### src/sv/lsbse_pkg.sv
// ----------------------------------------------------------------------------
// LSB stego package
// Widths, codes, register map, shared types and alphabet coding functions.
// ----------------------------------------------------------------------------
package lsbse_pkg;

	localparam int MAX_WIDTH  = 256;
	localparam int MAX_HEIGHT = 256;
	localparam int CODE_BITS  = 5;

	localparam int X_W    = $clog2(MAX_WIDTH);
	localparam int Y_W    = $clog2(MAX_HEIGHT);
	localparam int ADDR_W = X_W + Y_W;
	localparam int DEPTH  = MAX_WIDTH * MAX_HEIGHT;
	localparam int COMP_W = 8;
	localparam int PIX_W  = 3 * COMP_W;
	localparam int REG_W  = 9;
	localparam int BIDX_W = $clog2(CODE_BITS);
	localparam int SH_W   = $clog2(PIX_W);

	localparam int APB_AW = 3;
	localparam int APB_DW = 32;

	localparam logic [1:0] OP_LOAD    = 2'd0;
	localparam logic [1:0] OP_READ    = 2'd1;
	localparam logic [1:0] OP_EMBED   = 2'd2;
	localparam logic [1:0] OP_EXTRACT = 2'd3;

	localparam logic [1:0] CHAN_RED   = 2'd0;
	localparam logic [1:0] CHAN_GREEN = 2'd1;
	localparam logic [1:0] CHAN_BLUE  = 2'd2;

	localparam logic [SH_W-1:0] RED_LSB   = SH_W'(2 * COMP_W);
	localparam logic [SH_W-1:0] GREEN_LSB = SH_W'(COMP_W);
	localparam logic [SH_W-1:0] BLUE_LSB  = SH_W'(0);

	localparam logic [1:0] ST_OK       = 2'd0;
	localparam logic [1:0] ST_BAD_KEY  = 2'd1;
	localparam logic [1:0] ST_BAD_CHAR = 2'd2;
	localparam logic [1:0] ST_DEC_ERR  = 2'd3;

	localparam logic REG_IMAGE_WIDTH  = 1'b0;
	localparam logic REG_IMAGE_HEIGHT = 1'b1;

	localparam logic [REG_W-1:0] IMAGE_WIDTH_RST  = REG_W'(256);
	localparam logic [REG_W-1:0] IMAGE_HEIGHT_RST = REG_W'(256);
	localparam logic [REG_W-1:0] WIDTH_BOUND      = REG_W'(MAX_WIDTH);
	localparam logic [REG_W-1:0] HEIGHT_BOUND     = REG_W'(MAX_HEIGHT);

	localparam logic [7:0] ASCII_A     = 8'd65;
	localparam logic [7:0] ASCII_SPACE = 8'd32;
	localparam logic [7:0] ASCII_DOT   = 8'd46;
	localparam logic [7:0] ASCII_COMMA = 8'd44;
	localparam int         NUM_LETTERS = 26;
	localparam logic [7:0] ASCII_Z     = 8'(ASCII_A + NUM_LETTERS - 1);

	localparam logic [CODE_BITS-1:0] CODE_SPACE = CODE_BITS'(26);
	localparam logic [CODE_BITS-1:0] CODE_DOT   = CODE_BITS'(27);
	localparam logic [CODE_BITS-1:0] CODE_COMMA = CODE_BITS'(28);
	localparam logic [CODE_BITS-1:0] CODE_LAST  = CODE_COMMA;
	localparam logic [BIDX_W-1:0]    BIDX_LAST  = BIDX_W'(CODE_BITS - 1);

	typedef struct packed {
		logic [REG_W-1:0] image_width;
		logic [REG_W-1:0] image_height;
	} cfg_t;

	typedef struct packed {
		logic              psel;
		logic              penable;
		logic              pwrite;
		logic [APB_AW-1:0] paddr;
		logic [APB_DW-1:0] pwdata;
	} apb_req_t;

	typedef struct packed {
		logic              wr_en;
		logic [ADDR_W-1:0] wr_addr;
		logic [PIX_W-1:0]  wr_data;
		logic              rd_en;
		logic [ADDR_W-1:0] rd_addr;
	} ram_req_t;

	// {in alphabet, code}
	function automatic logic [CODE_BITS:0] encode_char(input logic [7:0] c);
		logic [CODE_BITS:0] r;
		r = '0;
		if (c >= ASCII_A && c <= ASCII_Z) begin
			r = {1'b1, CODE_BITS'(c - ASCII_A)};
		end else if (c == ASCII_SPACE) begin
			r = {1'b1, CODE_SPACE};
		end else if (c == ASCII_DOT) begin
			r = {1'b1, CODE_DOT};
		end else if (c == ASCII_COMMA) begin
			r = {1'b1, CODE_COMMA};
		end
		return r;
	endfunction

	function automatic logic [7:0] decode_code(input logic [CODE_BITS-1:0] code);
		logic [7:0] r;
		r = '0;
		if (code < CODE_SPACE) begin
			r = 8'(code) + ASCII_A;
		end else if (code == CODE_SPACE) begin
			r = ASCII_SPACE;
		end else if (code == CODE_DOT) begin
			r = ASCII_DOT;
		end else if (code == CODE_COMMA) begin
			r = ASCII_COMMA;
		end
		return r;
	endfunction

endpackage

### src/sv/lsbse_cfg_regs.sv
// ----------------------------------------------------------------------------
// LSB stego configuration registers
// APB-style register file holding the image width and height bounds.
// ----------------------------------------------------------------------------
module lsbse_cfg_regs (
	input  logic                       clk,
	input  logic                       arst_n,
	input  lsbse_pkg::apb_req_t        apb,
	output logic [lsbse_pkg::APB_DW-1:0] prdata,
	output logic                       pready,
	output lsbse_pkg::cfg_t            cfg
);
	import lsbse_pkg::*;

	logic [REG_W-1:0] image_width_q;
	logic [REG_W-1:0] image_height_q;
	logic             wr_stb;
	logic             reg_sel;

	assign pready  = 1'b1;
	assign reg_sel = apb.paddr[2];
	assign wr_stb  = apb.psel && apb.penable && apb.pwrite && pready;

	always_ff @(posedge clk or negedge arst_n) begin
		if (!arst_n) begin
			image_width_q  <= IMAGE_WIDTH_RST;
			image_height_q <= IMAGE_HEIGHT_RST;
		end else if (wr_stb) begin
			case (reg_sel)
				REG_IMAGE_WIDTH:  image_width_q  <= apb.pwdata[REG_W-1:0];
				REG_IMAGE_HEIGHT: image_height_q <= apb.pwdata[REG_W-1:0];
				default: ;
			endcase
		end
	end

	always_comb begin
		case (reg_sel)
			REG_IMAGE_WIDTH:  prdata = APB_DW'(image_width_q);
			REG_IMAGE_HEIGHT: prdata = APB_DW'(image_height_q);
			default:          prdata = '0;
		endcase
	end

	assign cfg.image_width  = image_width_q;
	assign cfg.image_height = image_height_q;
endmodule

### config.mk
export PLATFORM = sky130hd
export DESIGN_NAME = lsbse_cfg_regs
export DESIGN_NICKNAME = d
export VERILOG_FILES = /design/src/sv/lsbse_pkg.sv /design/src/sv/lsbse_cfg_regs.sv
export SDC_FILE = /design/constraint.sdc
export NUM_CORES = 1
export LEC_CHECK = 0
export ABC_AREA = 1
export BUFFER_PORTS_ARGS = -buffer_cell sky130_fd_sc_hd__buf_4
export CAP_MARGIN = 10
export CELL_PAD_IN_SITES_DETAIL_PLACEMENT = 1
export CELL_PAD_IN_SITES_GLOBAL_PLACEMENT = 1
export CORE_MARGIN = 2
export CORE_UTILIZATION = 26
export DETAILED_ROUTE_END_ITERATION = 16
export PLACE_DENSITY_LB_ADDON = 0.1
export SYNTH_ARGS = -nofsm -noshare
export SYNTH_HDL_FRONTEND = slang
export SYNTH_SLANG_ARGS = --single-unit
export TNS_END_PERCENT = 10
### constraint.sdc
create_clock -name clk -period 1 [get_ports clk]
set_input_delay 0.05 -clock clk [delete_from_list [all_inputs] [get_ports clk]]
set_output_delay 0.05 -clock clk [all_outputs]
set_load 0.02 [all_outputs]
**Yosys cells after proc, flatten, opt, wreduce, memory -nomap -nowiden**

Index checks and enable logic that the tools add are counted.
Widths: inputs -> output; s select.

- Order comparisons: 0
- Eq/ne operators: 0
- Bitwise gates (word level): 1
- Shift operators: 0
- Add/sub/neg operators: 0
- Reduce and logical (&&, ||, !) cells: 4
- Mux-type cells: 1
- Multipliers: 0
- Divide/modulo/power cells: 0

Operators by type and width:

| kind | number |
|---|---|
| $pmux 32 s2 | 1 |
| $reduce_and 2->1 | 2 |
| $logic_and 1x1->1 | 2 |
| $not 1->1 | 1 |

- Logic and storage cells: 8
- Bits in read-only memories: 0
- Bits in latches: 0
- Memories kept: 0
- Register bits after elaboration: 18
- RAM bits: 0
- Bits of input ports: 40
- Output and inout port bits: 51

**Logic depth before layout (Yosys ltp)**

- Depth after elaboration: 3
- Mapped depth: 5
- Depth with buffers taken out: 4

**Worst setup path after synthesis**

No wires, ideal clock.

- Path kind: reg-to-output
- Start: register image_height_q[8]
- End: output prdata[8] in the netlist's numbering
- Data required time: 0.950 ns
- Setup slack: 0.148 ns
- Path buffers: 0
- Cell stages (with the launch flop): 3
- Arrival time: 0.802 ns
- Cell sequence: dfstp_2 -> nand2_1 -> nand2_1

- Longest elaborated chain between the ends: 1

Ends and longest elaborated chain:

| item | line | source |
|---|---|---|
| start, declared | lsbse_cfg_regs.sv:16 | `logic [REG_W-1:0] image_height_q;` |
| start signal, assigned | lsbse_cfg_regs.sv:31 | `REG_IMAGE_HEIGHT: image_height_q <= apb.pwdata[REG_W-1:0];` |
| $pmux 32 s2 | lsbse_cfg_regs.sv:38 | `case (reg_sel)` |
| end, declared | lsbse_cfg_regs.sv:9 | `output logic [lsbse_pkg::APB_DW-1:0] prdata,` |

Every way passes these cells. The select of a mux whose other input is x is not followed.

**Worst setup path after layout**

Ends and elaborated chain as after synthesis.

==> reports/qor.csv <==
stage,metric,value,unit
logic_synthesis,synth_top_area_share,38.0,%
sta,rsz0062_at_grt,yes,
logic_synthesis,async_reset_ff_share,100,%
logic_synthesis,synth_enable_flop_cells,0,
sta,tns,-101,ps
flow_run,cap_violations,0,
power,clockPowerShare,22.7,%
detailed_routing,routedLengthMet1,1.14,mm
worst_setup_path,critPathRequiredTime,950,ps
power,p_seq_share,37.8,%
logic_synthesis,synth_top_area_cell,dfrtp_1,
final_layout,layout-drive-gt1-share,33.7,%
worst_setup_path,worst_path_dominant_cell_family,flip-flops,
clock_network,h-tree-depth,1,
global_route,grt_max_degree,19,
clock_network,cts_tree,built,
logic_synthesis,synthCells,135,
floorplanning,dieArea,4580,um^2
min_path,hold_class,input port to flop,
detailed_routing,wl_per_cell,12.1,um
placed_design,dp_slack,118,ps
logic_synthesis,ys.flop_type,dfrtp_1,
global_route,grt_antenna_before_repair,0,
logic_synthesis,yosys_register_bits,18,
logic_synthesis,synth_area,1050,um^2
placed_design,gp_congestion,0.672,
detailed_routing,postRouteAntennaNets,0,
sta,skew,0,ps
power,combPwrFrac,39.5,%
sta,period_minus_slack,1100,ps
detailed_routing,via_per_inst,4.20,
sta,hold_violations,0,
worst_setup_path,cp_slowest_cell,dfstp_2,
placed_design,port_buffers,41,
detailed_routing,drt_iter0_markers,27,
clock_network,path_clk_slew,70,ps
worst_setup_path,cp.buffers_inverters,1,
power,power.density,1840,nW/um^2
power,switchingPower,969,uW
power,swShare,36.9,%
sta,finalSetupViolations,2,
worst_setup_path,crit_fanout,3,
power,finalPower,2630,uW
detailed_routing,drt_first_pass_iters,2,
worst_setup_path,cpMostUsedCell,nand2_2,
detailed_routing,via_count,958,
placed_design,dp_hpwl,2.00,mm
run_status,failed_checks,negative setup slack,
sta,finalCritPeriodShare,110,%
worst_setup_path,critPathLaunchType,flop,
final_layout,antennaDiodeCount,0,
logic_synthesis,yosys_warnings,0,
floorplanning,start_util,26.7,%
worst_setup_path,cpPeakStageDelay,560,ps
clock_network,clkSinkCount,18,
sta,max_freq,910,MHz
logic_synthesis,ys_types,14,
logic_synthesis,avgSynthCellArea,7.80,um^2
logic_synthesis,yosys-top-cells-area,"dfrtp_1, nand2_1, buf_4, nand3_1, dfstp_2",
power,irDropWorstVdd,524,uV
clock_network,clockBufferDepth,2,
detailed_routing,routed_wirelength,2.76,mm
floorplanning,core_region_area,3940,um^2
final_layout,instances_no_fill,228,
floorplanning,num_io_pins,91,
logic_synthesis,synth_seq_area_share,43.0,%
final_layout,area_growth,35.5,%
final_layout,nets,219,
power,internal_power,1660,uW
power,p_leak,0.000812,uW
sta,drv_slew,0,
clock_network,clkLatencyLatePin,250,ps
global_route,grt_overflow,0,
logic_synthesis,synthTopCellsByCount,"nand2_1, buf_4, nand3_1",
floorplanning,die_y,67.7,um
sta,worst_slack,-99.1,ps
detailed_routing,route.met3.wl,184,um
worst_setup_path,critPathArrivalTime,1050,ps
floorplanning,die_w,67.7,um
clock_network,cts-buffers-inserted,3,
logic_synthesis,yosysMostFrequentCell,nand2_1,
worst_setup_path,end_kind,output port,
detailed_routing,drc,0,
floorplanning,fp-row-count,23,
clock_network,root_buffer,clkbuf_8,
worst_setup_path,cp_cell_sequence,nand2_2 -> nand2_2 -> buf_6,
global_route,grt_pass1_wl,4.31,mm
global_route,grtUsageTotal,12.7,%
detailed_routing,routed-wl-met2,1.39,mm
run_status,status,"finished, violations left",
global_route,grt_pass1_vias,916,
placed_design,dp_cells,223,
worst_setup_path,critPathKind,flop to output port,
detailed_routing,top_layer,met4,
==> path summary, 6_finish.rpt <==
kind	start	endpoint	slack (ps)	depth (start not counted)
min in group asynchronous	arst_n	image_height_q[1]$_DFFE_PN0P_	210	2
hold reg to reg	image_width_q[8]$_DFFE_PN1P_	image_width_q[8]$_DFFE_PN1P_	490	2
max in group asynchronous	arst_n	image_width_q[8]$_DFFE_PN1P_	530	2
hold / removal	apb[8]	image_height_q[8]$_DFFE_PN1P_	30	3
setup / recovery	image_height_q[8]$_DFFE_PN1P_	prdata[8]	-100	3
setup reg to reg	image_height_q[8]$_DFFE_PN1P_	image_height_q[8]$_DFFE_PN1P_	260	2
==> registers in the layout, summed over array words and instances (netlist names) <==
register	count
image_height_q	9
image_width_q	9
==> through the flow <==
stage | area [um^2] | hold slack, ps | util (%)
2_1_floorplan | 1140 | -246 | -
3_3_place_gp | 1320 | -61.5 | 33.4
3_5_place_dp | 1320 | -64.1 | 33.4
4_1_cts | 1390 | 28.7 | 35.3
5_1_grt | 1430 | 40.5 | 36.2
6_report | 1430 | 32.6 | 36.2
==> placed cells by master, fill, tap and decap left out, drive strengths merged <==
cell / instances
buf: 44
clkbuf: 4
nor2: 1
inv: 2
nand3: 18
nand2: 64
nand4: 2
dfstp: 2
dfrtp: 16
dlygate4sd3: 1
conb: 24
==> power groups by stage <==
stage                     Clock (uW)  Combinational, uW  Sequential (uW)
after floorplan                    0                446             1160
after global placement             0                972              996
after detailed placement           0                984             1000
after CTS                        621               1000              991
after global routing             644               1130             1020
final                            595               1040              992
==> metal layers <==
layer	vias up	GRT usage (%)
met5	-	0
met4	0	5.36
met3	4	2.17
met2	39	22.2
met1	454	15.3
li1	461	-
==> worst reg2reg max path, delay by kind of cell, from the launching register on <==
kind | cells | cell delay [ps]
DFF | 1 | 560
and+or+nand+nor | 2 | 130
==> cell families after synthesis <==
logic type    synth area share (%)
buf+inv                       20.8
flops                         43.0
other cells                  0.713
simple gates                  35.5
==> layout make-up <==
cell class / count / area, um^2
clock buffers: 4 / 55.1
well taps: 50 / 62.6
multi-input cells: 109 / 472
inverters: 2 / 7.51
repair buffers: 45 / 378
flip-flops and latches: 18 / 453
fillers: 491 / 2510
==> what timing repair did <==
item,4_1_cts,5_1_grt
pin swaps,1,10
hold buffers,1,0
gates resized for setup,3,10
buffers inserted,0,0
setup endpoints to repair,2,11
hold endpoints to repair,18,0
(Power assumes the default switching activity.)
