<file path="src/sv/lsbse_pkg.sv">
// ----------------------------------------------------------------------------
// LSB stego package
// Widths, codes, register map, shared types and alphabet coding functions.
// ----------------------------------------------------------------------------
package lsbse_pkg;

	localparam int MAX_WIDTH  = 256;
	localparam int MAX_HEIGHT = 256;
	localparam int CODE_BITS  = 5;

	localparam int X_W    = $clog2(MAX_WIDTH);
	localparam int Y_W    = $clog2(MAX_HEIGHT);
	localparam int ADDR_W = X_W + Y_W;
	localparam int DEPTH  = MAX_WIDTH * MAX_HEIGHT;
	localparam int COMP_W = 8;
	localparam int PIX_W  = 3 * COMP_W;
	localparam int REG_W  = 9;
	localparam int BIDX_W = $clog2(CODE_BITS);
	localparam int SH_W   = $clog2(PIX_W);

	localparam int APB_AW = 3;
	localparam int APB_DW = 32;

	localparam logic [1:0] OP_LOAD    = 2'd0;
	localparam logic [1:0] OP_READ    = 2'd1;
	localparam logic [1:0] OP_EMBED   = 2'd2;
	localparam logic [1:0] OP_EXTRACT = 2'd3;

	localparam logic [1:0] CHAN_RED   = 2'd0;
	localparam logic [1:0] CHAN_GREEN = 2'd1;
	localparam logic [1:0] CHAN_BLUE  = 2'd2;

	localparam logic [SH_W-1:0] RED_LSB   = SH_W'(2 * COMP_W);
	localparam logic [SH_W-1:0] GREEN_LSB = SH_W'(COMP_W);
	localparam logic [SH_W-1:0] BLUE_LSB  = SH_W'(0);

	localparam logic [1:0] ST_OK       = 2'd0;
	localparam logic [1:0] ST_BAD_KEY  = 2'd1;
	localparam logic [1:0] ST_BAD_CHAR = 2'd2;
	localparam logic [1:0] ST_DEC_ERR  = 2'd3;

	localparam logic REG_IMAGE_WIDTH  = 1'b0;
	localparam logic REG_IMAGE_HEIGHT = 1'b1;

	localparam logic [REG_W-1:0] IMAGE_WIDTH_RST  = REG_W'(256);
	localparam logic [REG_W-1:0] IMAGE_HEIGHT_RST = REG_W'(256);
	localparam logic [REG_W-1:0] WIDTH_BOUND      = REG_W'(MAX_WIDTH);
	localparam logic [REG_W-1:0] HEIGHT_BOUND     = REG_W'(MAX_HEIGHT);

	localparam logic [7:0] ASCII_A     = 8'd65;
	localparam logic [7:0] ASCII_SPACE = 8'd32;
	localparam logic [7:0] ASCII_DOT   = 8'd46;
	localparam logic [7:0] ASCII_COMMA = 8'd44;
	localparam int         NUM_LETTERS = 26;
	localparam logic [7:0] ASCII_Z     = 8'(ASCII_A + NUM_LETTERS - 1);

	localparam logic [CODE_BITS-1:0] CODE_SPACE = CODE_BITS'(26);
	localparam logic [CODE_BITS-1:0] CODE_DOT   = CODE_BITS'(27);
	localparam logic [CODE_BITS-1:0] CODE_COMMA = CODE_BITS'(28);
	localparam logic [CODE_BITS-1:0] CODE_LAST  = CODE_COMMA;
	localparam logic [BIDX_W-1:0]    BIDX_LAST  = BIDX_W'(CODE_BITS - 1);

	typedef struct packed {
		logic [REG_W-1:0] image_width;
		logic [REG_W-1:0] image_height;
	} cfg_t;

	typedef struct packed {
		logic              psel;
		logic              penable;
		logic              pwrite;
		logic [APB_AW-1:0] paddr;
		logic [APB_DW-1:0] pwdata;
	} apb_req_t;

	typedef struct packed {
		logic              wr_en;
		logic [ADDR_W-1:0] wr_addr;
		logic [PIX_W-1:0]  wr_data;
		logic              rd_en;
		logic [ADDR_W-1:0] rd_addr;
	} ram_req_t;

	// {in alphabet, code}
	function automatic logic [CODE_BITS:0] encode_char(input logic [7:0] c);
		logic [CODE_BITS:0] r;
		r = '0;
		if (c >= ASCII_A && c <= ASCII_Z) begin
			r = {1'b1, CODE_BITS'(c - ASCII_A)};
		end else if (c == ASCII_SPACE) begin
			r = {1'b1, CODE_SPACE};
		end else if (c == ASCII_DOT) begin
			r = {1'b1, CODE_DOT};
		end else if (c == ASCII_COMMA) begin
			r = {1'b1, CODE_COMMA};
		end
		return r;
	endfunction

	function automatic logic [7:0] decode_code(input logic [CODE_BITS-1:0] code);
		logic [7:0] r;
		r = '0;
		if (code < CODE_SPACE) begin
			r = 8'(code) + ASCII_A;
		end else if (code == CODE_SPACE) begin
			r = ASCII_SPACE;
		end else if (code == CODE_DOT) begin
			r = ASCII_DOT;
		end else if (code == CODE_COMMA) begin
			r = ASCII_COMMA;
		end
		return r;
	endfunction

endpackage

</file>
<file path="src/sv/lsbse_if.sv">
// ----------------------------------------------------------------------------
// LSB stego channel interfaces
// Valid/ready request and response channels with their payload.
// ----------------------------------------------------------------------------
interface lsbse_req_if;
	logic       valid;
	logic       ready;
	logic [1:0] op;
	logic [7:0] x_pos;
	logic [7:0] y_pos;
	logic [1:0] channel;
	logic [7:0] msg_char;
	logic [7:0] in_red;
	logic [7:0] in_green;
	logic [7:0] in_blue;

	modport source (
		output valid, op, x_pos, y_pos, channel, msg_char, in_red, in_green, in_blue,
		input  ready
	);
	modport sink (
		input  valid, op, x_pos, y_pos, channel, msg_char, in_red, in_green, in_blue,
		output ready
	);
endinterface

interface lsbse_rsp_if;
	logic       valid;
	logic       ready;
	logic [1:0] status;
	logic       char_valid;
	logic [7:0] char_out;
	logic [7:0] out_red;
	logic [7:0] out_green;
	logic [7:0] out_blue;

	modport source (
		output valid, status, char_valid, char_out, out_red, out_green, out_blue,
		input  ready
	);
	modport sink (
		input  valid, status, char_valid, char_out, out_red, out_green, out_blue,
		output ready
	);
endinterface

</file>
<file path="src/sv/lsbse_core.sv">
// ----------------------------------------------------------------------------
// LSB stego core
// Issues the pixel read, then modifies and writes back the pixel, tracks the
// bit group and registers the response.
// ----------------------------------------------------------------------------
module lsbse_core (
	input  logic                      clk,
	input  logic                      arst_n,
	lsbse_req_if.sink                 req,
	lsbse_rsp_if.source               rsp,
	input  lsbse_pkg::cfg_t           cfg,
	output lsbse_pkg::ram_req_t       ram_req,
	input  logic [lsbse_pkg::PIX_W-1:0] ram_rd_data
);
	import lsbse_pkg::*;

	logic                 valid_s1;
	logic [1:0]           op_s1;
	logic [X_W-1:0]       x_s1;
	logic [Y_W-1:0]       y_s1;
	logic [1:0]           ch_s1;
	logic [7:0]           mc_s1;
	logic [PIX_W-1:0]     load_pix_s1;

	logic                 fwd_valid_q;
	logic [PIX_W-1:0]     fwd_data_q;
	logic [BIDX_W-1:0]    bit_index_q;
	logic [CODE_BITS-1:0] code_bits_q;

	logic                 out_valid_q;
	logic [1:0]           status_q;
	logic                 char_valid_q;
	logic [7:0]           char_out_q;
	logic [PIX_W-1:0]     out_pix_q;

	logic                 accept;
	logic                 commit;
	logic [PIX_W-1:0]     pix;
	logic [REG_W-1:0]     w_bound;
	logic [REG_W-1:0]     h_bound;
	logic                 key_ok;
	logic                 store_ok;
	logic [CODE_BITS:0]   enc;
	logic [SH_W-1:0]      sh;
	logic [CODE_BITS-1:0] code_eff;
	logic [CODE_BITS-1:0] code_new;

	logic                 wr_en;
	logic [PIX_W-1:0]     wr_data;
	logic [1:0]           status_d;
	logic                 char_valid_d;
	logic [7:0]           char_out_d;
	logic [PIX_W-1:0]     out_pix_d;
	logic [BIDX_W-1:0]    bit_index_d;
	logic [CODE_BITS-1:0] code_bits_d;

	assign commit    = valid_s1 && (!out_valid_q || rsp.ready);
	assign req.ready = !valid_s1 || commit;
	assign accept    = req.valid && req.ready;

	assign ram_req.rd_en   = accept;
	assign ram_req.rd_addr = {req.y_pos, req.x_pos};
	assign ram_req.wr_en   = wr_en;
	assign ram_req.wr_addr = {y_s1, x_s1};
	assign ram_req.wr_data = wr_data;

	// hold the request while its pixel read is in flight
	always_ff @(posedge clk or negedge arst_n) begin
		if (!arst_n) begin
			valid_s1 <= 1'b0;
		end else if (req.ready) begin
			valid_s1 <= req.valid;
		end
	end

	always_ff @(posedge clk) begin
		if (accept) begin
			op_s1       <= req.op;
			x_s1        <= req.x_pos;
			y_s1        <= req.y_pos;
			ch_s1       <= req.channel;
			mc_s1       <= req.msg_char;
			load_pix_s1 <= {req.in_red, req.in_green, req.in_blue};
			fwd_data_q  <= wr_data;
		end
	end

	// forward a write that lands on the pixel being read
	always_ff @(posedge clk or negedge arst_n) begin
		if (!arst_n) begin
			fwd_valid_q <= 1'b0;
		end else if (accept) begin
			fwd_valid_q <= wr_en && (ram_req.wr_addr == ram_req.rd_addr);
		end
	end

	assign pix      = fwd_valid_q ? fwd_data_q : ram_rd_data;
	assign w_bound  = (cfg.image_width  < WIDTH_BOUND)  ? cfg.image_width  : WIDTH_BOUND;
	assign h_bound  = (cfg.image_height < HEIGHT_BOUND) ? cfg.image_height : HEIGHT_BOUND;
	assign key_ok   = (ch_s1 <= CHAN_BLUE) && (REG_W'(x_s1) < w_bound) && (REG_W'(y_s1) < h_bound);
	assign store_ok = (REG_W'(x_s1) < WIDTH_BOUND) && (REG_W'(y_s1) < HEIGHT_BOUND);
	assign enc      = encode_char(mc_s1);

	always_comb begin
		case (ch_s1)
			CHAN_RED:   sh = RED_LSB;
			CHAN_GREEN: sh = GREEN_LSB;
			CHAN_BLUE:  sh = BLUE_LSB;
			default:    sh = BLUE_LSB;
		endcase
	end

	always_comb begin
		wr_en        = 1'b0;
		wr_data      = pix;
		status_d     = ST_OK;
		char_valid_d = 1'b0;
		char_out_d   = '0;
		out_pix_d    = '0;
		bit_index_d  = bit_index_q;
		code_bits_d  = code_bits_q;
		code_eff     = code_bits_q;
		code_new     = code_bits_q;
		case (op_s1)
			OP_LOAD: begin
				if (store_ok) begin
					wr_en   = commit;
					wr_data = load_pix_s1;
				end else begin
					status_d = ST_BAD_KEY;
				end
			end
			OP_READ: begin
				if (store_ok) begin
					out_pix_d = pix;
				end else begin
					status_d = ST_BAD_KEY;
				end
			end
			default: begin
				if (op_s1 == OP_EMBED && bit_index_q == '0) begin
					code_eff = enc[CODE_BITS-1:0];
				end
				code_new = code_eff;
				code_new[bit_index_q] = pix[sh];
				if (op_s1 == OP_EMBED && bit_index_q == '0 && !enc[CODE_BITS]) begin
					status_d = ST_BAD_CHAR;
				end else if (!key_ok) begin
					status_d    = ST_BAD_KEY;
					bit_index_d = '0;
					code_bits_d = '0;
				end else begin
					if (op_s1 == OP_EMBED) begin
						wr_en       = commit;
						wr_data[sh] = code_eff[bit_index_q];
						code_bits_d = code_eff;
					end else begin
						code_bits_d = code_new;
					end
					if (bit_index_q == BIDX_LAST) begin
						if (op_s1 == OP_EXTRACT) begin
							if (code_new > CODE_LAST) begin
								status_d = ST_DEC_ERR;
							end else begin
								char_valid_d = 1'b1;
								char_out_d   = decode_code(code_new);
							end
						end
						bit_index_d = '0;
						code_bits_d = '0;
					end else begin
						bit_index_d = bit_index_q + 1'b1;
					end
				end
			end
		endcase
	end

	always_ff @(posedge clk or negedge arst_n) begin
		if (!arst_n) begin
			bit_index_q <= '0;
			code_bits_q <= '0;
			out_valid_q <= 1'b0;
		end else begin
			if (commit) begin
				bit_index_q <= bit_index_d;
				code_bits_q <= code_bits_d;
				out_valid_q <= 1'b1;
			end else if (rsp.ready) begin
				out_valid_q <= 1'b0;
			end
		end
	end

	always_ff @(posedge clk) begin
		if (commit) begin
			status_q     <= status_d;
			char_valid_q <= char_valid_d;
			char_out_q   <= char_out_d;
			out_pix_q    <= out_pix_d;
		end
	end

	assign rsp.valid      = out_valid_q;
	assign rsp.status     = status_q;
	assign rsp.char_valid = char_valid_q;
	assign rsp.char_out   = char_out_q;
	assign rsp.out_red    = out_pix_q[PIX_W-1 -: COMP_W];
	assign rsp.out_green  = out_pix_q[COMP_W +: COMP_W];
	assign rsp.out_blue   = out_pix_q[0 +: COMP_W];
endmodule

</file>
<file path="src/flat_wrapper.sv">
// flat-port wrapper written by rule: the top's interface ports become plain ports
module lsbse_core_flat import lsbse_pkg::*;
  (clk, arst_n, cfg, ram_req, ram_rd_data, req_valid, req_op, req_x_pos, req_y_pos, req_channel, req_msg_char, req_in_red, req_in_green, req_in_blue, req_ready, rsp_valid, rsp_status, rsp_char_valid, rsp_char_out, rsp_out_red, rsp_out_green, rsp_out_blue, rsp_ready);
  lsbse_req_if req_i ();
  lsbse_rsp_if rsp_i ();
  input  logic clk;
  input  logic arst_n;
  input  lsbse_pkg::cfg_t cfg;
  output lsbse_pkg::ram_req_t ram_req;
  input  logic [lsbse_pkg::PIX_W-1:0] ram_rd_data;
  input wire logic [$bits(req_i.valid)-1:0] req_valid;
  input wire logic [$bits(req_i.op)-1:0] req_op;
  input wire logic [$bits(req_i.x_pos)-1:0] req_x_pos;
  input wire logic [$bits(req_i.y_pos)-1:0] req_y_pos;
  input wire logic [$bits(req_i.channel)-1:0] req_channel;
  input wire logic [$bits(req_i.msg_char)-1:0] req_msg_char;
  input wire logic [$bits(req_i.in_red)-1:0] req_in_red;
  input wire logic [$bits(req_i.in_green)-1:0] req_in_green;
  input wire logic [$bits(req_i.in_blue)-1:0] req_in_blue;
  output wire logic [$bits(req_i.ready)-1:0] req_ready;
  output wire logic [$bits(rsp_i.valid)-1:0] rsp_valid;
  output wire logic [$bits(rsp_i.status)-1:0] rsp_status;
  output wire logic [$bits(rsp_i.char_valid)-1:0] rsp_char_valid;
  output wire logic [$bits(rsp_i.char_out)-1:0] rsp_char_out;
  output wire logic [$bits(rsp_i.out_red)-1:0] rsp_out_red;
  output wire logic [$bits(rsp_i.out_green)-1:0] rsp_out_green;
  output wire logic [$bits(rsp_i.out_blue)-1:0] rsp_out_blue;
  input wire logic [$bits(rsp_i.ready)-1:0] rsp_ready;
  assign req_i.valid = req_valid;
  assign req_i.op = req_op;
  assign req_i.x_pos = req_x_pos;
  assign req_i.y_pos = req_y_pos;
  assign req_i.channel = req_channel;
  assign req_i.msg_char = req_msg_char;
  assign req_i.in_red = req_in_red;
  assign req_i.in_green = req_in_green;
  assign req_i.in_blue = req_in_blue;
  assign req_ready = req_i.ready;
  assign rsp_valid = rsp_i.valid;
  assign rsp_status = rsp_i.status;
  assign rsp_char_valid = rsp_i.char_valid;
  assign rsp_char_out = rsp_i.char_out;
  assign rsp_out_red = rsp_i.out_red;
  assign rsp_out_green = rsp_i.out_green;
  assign rsp_out_blue = rsp_i.out_blue;
  assign rsp_i.ready = rsp_ready;
  lsbse_core u_core (.clk(clk), .arst_n(arst_n), .req(req_i), .rsp(rsp_i), .cfg(cfg), .ram_req(ram_req), .ram_rd_data(ram_rd_data));
endmodule
</file>
<file path="config.mk">
export PLATFORM = sky130hd
export DESIGN_NAME = lsbse_core_flat
export DESIGN_NICKNAME = d
export VERILOG_FILES = /design/src/sv/lsbse_pkg.sv /design/src/sv/lsbse_if.sv /design/src/sv/lsbse_core.sv /design/src/flat_wrapper.sv
export SDC_FILE = /design/constraint.sdc
export NUM_CORES = 1
export LEC_CHECK = 0
export ABC_AREA = 0
export BUFFER_PORTS_ARGS = -buffer_cell sky130_fd_sc_hd__buf_2
export CAP_MARGIN = 20
export CORE_ASPECT_RATIO = 0.75
export CORE_MARGIN = 1.5
export CORE_UTILIZATION = 35
export CTS_CLUSTER_DIAMETER = 50
export DETAILED_ROUTE_END_ITERATION = 10
export GPL_ROUTABILITY_DRIVEN = 1
export SLEW_MARGIN = 20
export SYNTH_ARGS = -nofsm -noshare
export SYNTH_HDL_FRONTEND = slang
export SYNTH_SLANG_ARGS = --single-unit
</file>
<file path="constraint.sdc">
create_clock -name clk -period 5.95 [get_ports clk]
set_input_delay 0.2975 -clock clk [delete_from_list [all_inputs] [get_ports clk]]
set_output_delay 0.2975 -clock clk [all_outputs]
set_load 0.01 [all_outputs]
</file>
== Yosys cells after proc, flatten, opt, wreduce, memory -nomap -nowiden ==
Cells that the tools add are included.

* Bits of input ports: 98
* Word-level logic and storage cells: 119
* Output and inout bits: 95
* Flip-flop bits (word level): 122

* Bitwise operators: 5
* Add/sub/neg operators: 3
* Order comparisons: 13
* Eq/ne operators: 12
* Muxes and demuxes: 45
* Reductions and logical operators: 24

{| class="wikitable"
|+ Operator list
! kind !! number
|-
| $mux W24 || 4
|-
| $pmux W24 S2 || 1
|-
| $mux W6 || 5
|-
| $mux W5 || 5
|-
| $bwmux W24 || 1
|-
| $eq A8 B6 Y1 const B || 3
|-
| $mux W8 || 3
|-
| $lt A8 B9 Y1 || 2
|-
| $lt A9 B9 Y1 const B || 2
|-
| $mux W9 || 2
|-
| $eq A16 B16 Y1 || 1
|-
| $eq A5 B5 Y1 const B || 3
|-
| $logic_and A1 B1 Y1 || 10
|-
| $mux W1 || 10
|-
| $mux W2 || 5
|-
| $pmux W5 S2 || 1
|-
| $add A5 B7 Y8 const B || 1
|-
| $ge A8 B7 Y1 const B || 1
|-
| $le A8 B7 Y1 const B || 1
|-
| $reduce_or A7 Y1 || 1
|-
| $lt A5 B6 Y1 const B || 1
|-
| $mux W3 || 2
|-
| $reduce_or A6 Y1 || 1
|-
| $bmux W1 S5 || 1
|-
| 25 further kinds || 35
|}

== Depth between registers and ports, before layout ==
Gate-level depths: netlist of the first run.

* Depth after elaboration: 14
* Mapped depth: 13
* Depth with buffers taken out: 9

== Least setup slack after synthesis of the first run ==
Ideal clock, no wire load.

* Path type: register to register
* From: register u_core.mc_s1[0]
* To: register u_core.char_out_q[1], in the netlist u_core.rsp.char_out[1], data pin
* Period minus slack after synthesis: 2.909 ns
* Cell stages (with the launch flop): 10
* Data arrival time: 2.742 ns
* Required time: 5.783 ns
* Path buffers: 0
* Setup time: 0.167 ns
* Slack: 3.041 ns
* Path through: edfxtp_1 -> inv_1 -> ha_1 -> or4b_1 -> o21ai_0 -> o22ai_1 -> a31o_2 -> a22oi_2 -> mux2_2 -> a211oi_1

* Longest elaborated chain between the ends: 12
* Elaborated cells between the ends (all ways): 25
* Those cells by class: 2 x add/sub; 4 x order compare; 5 x eq/ne; 10 x mux; 4 x reduce/logical

{| class="wikitable"
|+ Ends and longest elaborated chain
! element !! RTL line !! source
|-
| start, declared || lsbse_core.sv:22 || <nowiki>logic [7:0] mc_s1;</nowiki>
|-
| start signal, assigned || lsbse_core.sv:82 || <nowiki>mc_s1 <= req.msg_char;</nowiki>
|-
| $eq A8 B6 Y1 || lsbse_pkg.sv:94 || <nowiki>end else if (c == ASCII_COMMA) begin</nowiki>
|-
| $mux W6 || lsbse_pkg.sv:94 ||
|-
| $mux W6 || lsbse_pkg.sv:92 || <nowiki>end else if (c == ASCII_DOT) begin</nowiki>
|-
| $mux W6 || lsbse_pkg.sv:90 || <nowiki>end else if (c == ASCII_SPACE) begin</nowiki>
|-
| $mux W6 * || lsbse_pkg.sv:88 || <nowiki>if (c >= ASCII_A && c <= ASCII_Z) begin</nowiki>
|-
| branches (longest 7 deep; another with $add A5 B7 Y8) || -- ||
|-
| end signal, assigned || lsbse_core.sv:199 || <nowiki>char_out_q <= char_out_d;</nowiki>
|-
| end, declared || lsbse_core.sv:33 || <nowiki>logic [7:0] char_out_q;</nowiki>
|}

Every way passes the cells marked *. The select of a mux whose other input is x is not followed.
A chain may end at the register's enable or synchronous reset.

==> impl_metrics.env, run 1 <==
export IMPL_synth_yosys_seq_area_share=0.576
export IMPL_startpoint="u_core.mc_s1[0]"
export IMPL_drive_gt1_frac=0.355
export IMPL_ys_ff_latch=121
export IMPL_required_ns=5.65
export IMPL_fmax_ghz=0.266
export IMPL_core_area_mm2=0.0171
export IMPL_hp_class="input pin to flip-flop"
export IMPL_netlist_area_mm2=0.00621
export IMPL_r2r_end="u_core.rsp.char_out[1]"
export IMPL_status="completed"
export IMPL_reg2reg_depth=9
export IMPL_ys_flop_type="edfxtp_1"
export IMPL_dieArea_mm2=0.0186
export IMPL_reg2reg_slack_ns=2.67
export IMPL_vias=4618
export IMPL_leakage_nw=3.14
export IMPL_initial_core_util=0.364
export IMPL_cp_end_kind="primary output"
export IMPL_grt_antenna_before_repair=0
export IMPL_synth_edf_count=110
export IMPL_drtIter0Drc=336
export IMPL_critical_path_arrival_ns=3.46
export IMPL_fin_ws_ns=2.19
export IMPL_hold_viol=0
export IMPL_firstDrtPassIters=5
export IMPL_drt_vias_per_instance=4.93
export IMPL_grt_overflow=0
export IMPL_grt_pass1_vias=4627
export IMPL_hpwlAfterDp_mm=11.4
export IMPL_nets=804
export IMPL_cts_made_buffers=17
export IMPL_cts_root_buffer="clkbuf_16"
export IMPL_cts_max_level=4
export IMPL_cellPowerDensity_mw_per_mm2=320
export IMPL_clockBufferDepth=2
export IMPL_rsz0062_at_grt="false"
export IMPL_cts_setup_buffers=0
export IMPL_cts_tree="done"
export IMPL_reg2reg_from="u_core.mc_s1[0]"
export IMPL_drcViolationCount=0
export IMPL_grt_total_usage=0.177
export IMPL_synth_nets=631
export IMPL_maxSlewViolCount=0
export IMPL_die_x_um=157
export IMPL_io_pins=193
export IMPL_fin_setup_tns_ns=0
export IMPL_areaGrowthSynthToFinish_pct=26.1
export IMPL_worst_setup_path_type="flip-flop to primary output"
export IMPL_fillers=1626
export IMPL_startpoint_type="flip-flop"
export IMPL_synthCells=513
export IMPL_fin_crit_ns=3.76
export IMPL_slew_headroom=0.481
export IMPL_endpoint="ram_req[25]"
export IMPL_ant_nets=0
export IMPL_cp_max_fo=5
export IMPL_ir_drop_v=0.000211
export IMPL_routed_wl_mm=15.8
export IMPL_rows=41
export IMPL_synth_area_top_cells="edfxtp_1 53%, mux2i_1 4.5%, dfrtp_1 4.4%"
export IMPL_yosysUniqueCellTypes=68
export IMPL_synth_largest_area_cell="edfxtp_1"
export IMPL_detail_route_wl_per_cell_um=16.8
export IMPL_grt_max_degree=57
export IMPL_period_share=0.632
export IMPL_netlist_area_leader_share=0.532
export IMPL_place_gp_congestion=0.871
export IMPL_numPortBuffers=191
export IMPL_tightestPinTransition_ns=0.778
export IMPL_path_clk_slew_ns=0.06
export IMPL_yosys_warnings=0
export IMPL_dieHeight_um=118
export IMPL_place_ws_ns=2.71
export IMPL_synthArstFlopShare=0.0909
export IMPL_finClkSkew_ns=0.0138
export IMPL_grt_pass1_wl_mm=24.9
export IMPL_setup_violations_final=0
export IMPL_avgSynthCellArea_um2=12.1
export IMPL_drv_cap=0
export IMPL_clock_sinks=121
export IMPL_insertion_delay_ns=0.42
[stage by stage]
stage / area [µm²] / total power, mW / util / std cells / hold WS (ns)
2_1_floorplan: 6210 / 1.39 / - / 513 / 0.00191
3_3_place_gp: 7270 / 1.54 / 0.426 / 902 / 0.195
3_5_place_dp: 7270 / 1.55 / 0.426 / 902 / 0.201
4_1_cts: 7830 / 2.53 / 0.459 / 935 / 0.0417
5_1_grt: 7840 / 2.63 / 0.459 / 935 / 0.0358
6_report: 7840 / 2.51 / 0.459 / 936 / 0.0573
[worst min path at each step]
stage	from	endpoint	cells after the start
finish	req_in_blue[1]	u_core.load_pix_s1[1]	1
floorplan	arst_n	u_core.bit_index_q[0]	0
CTS	req_in_green[2]	u_core.load_pix_s1[10]	1
global placement	arst_n	u_core.rsp.valid	1
detailed placement	arst_n	u_core.valid_s1	1
global route	req_in_blue[1]	u_core.load_pix_s1[1]	1
[layout make-up]
| class | instances | area, µm² | area share |
|---|---|---|---|
| multi-input cells | 339 | 2370 | 0.303 |
| repair buffers | 196 | 996 | 0.127 |
| clock buffers | 18 | 429 | 0.0547 |
| clock inverters | 14 | 123 | 0.0156 |
| flip-flops and latches | 121 | 3580 | 0.457 |
| well taps | 236 | 295 | 0.0377 |
| inverters | 11 | 42.5 | 0.00543 |
| diodes | 1 | 2.50 | 0.000319 |
[flip-flops by register name, indices dropped and copies added (netlist names)]
name / count
u_core.out_pix_q: 24
u_core.rsp.char_out: 7
u_core.fwd_valid_q: 1
u_core.rsp.char_valid: 1
u_core.fwd_data_q: 24
u_core.op_s1: 2
u_core.rsp.valid: 1
u_core.valid_s1: 1
u_core.ch_s1: 2
u_core.load_pix_s1: 24
u_core.y_s1: 8
u_core.code_bits_q: 5
u_core.rsp.status: 2
u_core.bit_index_q: 3
u_core.x_s1: 8
u_core.mc_s1: 8
[logic make-up after synthesis]
kind of cell / share of synthesized area
AOI/OAI and AO/OA: 0.126
muxes: 0.0578
buffers and inverters: 0.0439
DFF: 0.576
and+or+nand+nor: 0.130
adders and majority gates: 0.0403
xor gates and xnor gates: 0.0254
other: 0.000603
[layer usage]
layer  vias to the layer above  global-route usage  part of all wire
met1                      2188               0.238              0.46
met2                       144               0.268              0.46
li1                       2266                   -                 -
met5                         -                   0                 0
met3                        20              0.0576             0.067
met4                         0              0.0554             0.015
[where the power goes]
group	leakage, nW	internal (mW)	switching, mW	total, mW
Clock	0.261	0.574	0.392	0.966
Sequential	1.21	1.01	0.0508	1.06
Combinational	1.67	0.189	0.293	0.482
Total	3.14	1.77	0.736	2.51
[synth_stat cells (6+ instances only)]
library cell	count
mux2i_1	28
o21ai_0	11
nand2_1	12
nor2_1	69
nor4_1	6
nand2b_1	21
buf_4	19
xor2_1	18
clkbuf_1	18
inv_1	11
dfrtp_1	11
a22o_1	8
ha_1	20
nand3_1	7
nor3_1	8
a21oi_1	35
edfxtp_1	110
[timing repair]
| action | in CTS | in global routing |
|---|---|---|
| resized for setup | 0 | 0 |
| hold buffers | 1 | 0 |
| endpoints found under the hold margin | 11 | 0 |
[cell usage in the layout, fill, tap and decap left out, types with 6 or more instances in the layout]
master	instances
a21oi_1	35
o21ai_0	11
ha_1	20
nor4_1	6
nor2_1	69
dfrtp_1	11
buf_2	191
edfxtp_1	110
inv_1	10
nor3_1	8
nand2_1	12
nand3_1	7
xor2_1	18
clkbuf_16	17
mux2i_1	28
nand2b_1	20
a22o_1	8
[worst max-delay path, stage by stage (launching register included)]
cell and delay, ns:
edfxtp_1 0.42, inv_1 0.18, ha_1 0.22, or4b_1 0.51, o21ai_0 0.38, o22ai_1 0.16
a31oi_1 0.36, o211ai_1 0.16, a211oi_1 0.36, a2bb2oi_1 0.14, buf_2 0.18
Power figures use the tool's default switching activity.
==> run 2, diff against run 1 <==
Clock period 5.95 ns to 3.69 ns, I/O delays scaled along.
==> impl_metrics.env, run 2 (synthesis results as in run 1) <==
export IMPL_ant_nets=0
export IMPL_fmax_ghz=0.288
export IMPL_critPathBufInv=2
export IMPL_rsz0062_at_grt="false"
export IMPL_worst_path_max_delay_cell="or4b_1"
export IMPL_firstDrtPassIters=4
export IMPL_cellPowerDensity_mw_per_mm2=492
export IMPL_die_x_um=157
export IMPL_path_delay_family="compound AO/OA/AOI/OAI gates"
export IMPL_initial_core_util=0.364
export IMPL_hold_viol=0
export IMPL_clock_sinks=121
export IMPL_hp_class="input pin to flip-flop"
export IMPL_reg2reg_slack_ns=0.52
export IMPL_dieArea_mm2=0.0186
export IMPL_reg2reg_depth=9
export IMPL_period_share=0.941
export IMPL_tightestPinTransition_ns=0.988
export IMPL_required_ns=3.51
export IMPL_slew_headroom=0.341
export IMPL_startpoint="u_core.mc_s1[0]"
export IMPL_vias=4964
export IMPL_grt_total_usage=0.180
export IMPL_insertion_delay_ns=0.42
export IMPL_cp_max_fo=5
export IMPL_r2r_end="u_core.rsp.char_out[1]"
export IMPL_ir_drop_v=0.000334
export IMPL_grt_antenna_before_repair=0
export IMPL_cts_tree="done"
export IMPL_endpoint="ram_req[25]"
export IMPL_setup_violations_final=0
export IMPL_post_route_util=0.494
export IMPL_detail_route_wl_per_cell_um=16.5
export IMPL_dieHeight_um=118
export IMPL_finClkSkew_ns=0.00762
export IMPL_crit_cells=10
export IMPL_cts_made_buffers=17
export IMPL_maxSlewViolCount=0
export IMPL_drcViolationCount=0
export IMPL_layout_common_cells="191 x buf_2, 110 x edfxtp_1, 69 x nor2_1"
export IMPL_areaGrowthSynthToFinish_pct=35.8
export IMPL_crit_chain="inv_1 > ha_1 > or4b_1 > o21ai_1 > o22ai_1 > a31oi_1 > o211ai_1 > a211oi_1 > a2bb2oi_1 > buf_2"
export IMPL_numPortBuffers=191
export IMPL_grt_max_degree=53
export IMPL_clockBufferDepth=2
export IMPL_fillers=1551
export IMPL_reg2reg_from="u_core.mc_s1[0]"
export IMPL_top_regs="u_core.fwd_data_q: 24 flops, u_core.load_pix_s1: 24 flops, u_core.out_pix_q: 24 flops"
export IMPL_cpPeakStageDelay_ns=0.50
export IMPL_grt_overflow=0
export IMPL_cts_max_level=4
export IMPL_rows=41
export IMPL_fin_crit_ns=3.47
export IMPL_nets=864
export IMPL_cp_end_kind="primary output"
export IMPL_critical_path_arrival_ns=3.29
export IMPL_startpoint_type="flip-flop"
export IMPL_fin_setup_tns_ns=0
export IMPL_io_pins=193
export IMPL_core_area_mm2=0.0171
export IMPL_cts_root_buffer="clkbuf_16"
export IMPL_status="completed"
export IMPL_drt_vias_per_instance=4.99
export IMPL_path_clk_slew_ns=0.06
export IMPL_drtIter0Drc=292
export IMPL_grt_pass1_wl_mm=25.7
export IMPL_final_common_cell="buf_2"
export IMPL_routed_wl_mm=16.4
export IMPL_leakage_nw=3.41
export IMPL_place_gp_congestion=0.833
export IMPL_hpwlAfterDp_mm=11.6
export IMPL_worst_setup_path_type="flip-flop to primary output"
export IMPL_drv_cap=0
export IMPL_grt_pass1_vias=4891
export IMPL_drive_gt1_frac=0.340
export IMPL_diodes=0
-- run 2: worst min path at each step --
stage               startpoint  cells past startpoint  slack [ns]               endpoint
CTS                  rsp_ready                      3        0.04       u_core.rsp.valid
floorplan               arst_n                      0       -0.11  u_core.bit_index_q[0]
global placement        arst_n                      1        0.07        u_core.valid_s1
global route         rsp_ready                      3        0.10       u_core.rsp.valid
finish               rsp_ready                      3        0.06       u_core.rsp.valid
detailed placement      arst_n                      1        0.08       u_core.rsp.valid
-- run 2: where the power goes --
| part | internal [mW] | switching, mW |
|---|---|---|
| combinational | 0.354 | 0.487 |
| sequential | 1.63 | 0.0811 |
| clock | 0.938 | 0.661 |
-- run 2: repair_timing --
| item | in CTS | in global routing |
|---|---|---|
| buffers inserted | 0 | 4 |
| resized for setup | 0 | 3 |
| setup endpoints to repair | 0 | 3 |
| endpoints found under the hold margin | 64 | 0 |
| hold buffers | 54 | 0 |
-- run 2: layout make-up --
type | count | area, µm² | share of cell area
Timing Repair Buffer | 256 | 1580 | 0.187
Tap cell | 236 | 295 | 0.0350
Multi-Input combinational cell | 339 | 2380 | 0.282
Clock buffer | 17 | 425 | 0.0504
Sequential cell | 121 | 3580 | 0.424
Clock inverter | 15 | 143 | 0.0169
Inverter | 11 | 42.5 | 0.00504
-- run 2: through the flow --
step | area, µm² | setup slack [ns] | hold slack [ns] | power, mW | instances
2_1_floorplan | 6210 | 0.781 | -0.111 | 2.24 | 513
3_3_place_gp | 7290 | 0.588 | 0.0742 | 2.50 | 905
3_5_place_dp | 7290 | 0.439 | 0.0800 | 2.51 | 905
4_1_cts | 8400 | 0.106 | 0.0433 | 4.16 | 991
5_1_grt | 8440 | 0.0121 | 0.104 | 4.34 | 995
6_report | 8440 | 0.217 | 0.0575 | 4.15 | 995
-- run 2: per-layer routing --
metal / vias to the layer above / track usage / wire (µm)
met3: 22 / 0.0517 / 982
met1: 2404 / 0.238 / 7580
met4: 0 / 0.0554 / 227
met2: 148 / 0.285 / 7630
met5: - / 0 / 0
li1: 2390 / - / -
-- run 2: worst min-delay path, delay by kind of cell --
kind | cells | cell delay, ns
simple gates | 2 | 0.17
buf+inv | 1 | 0.08
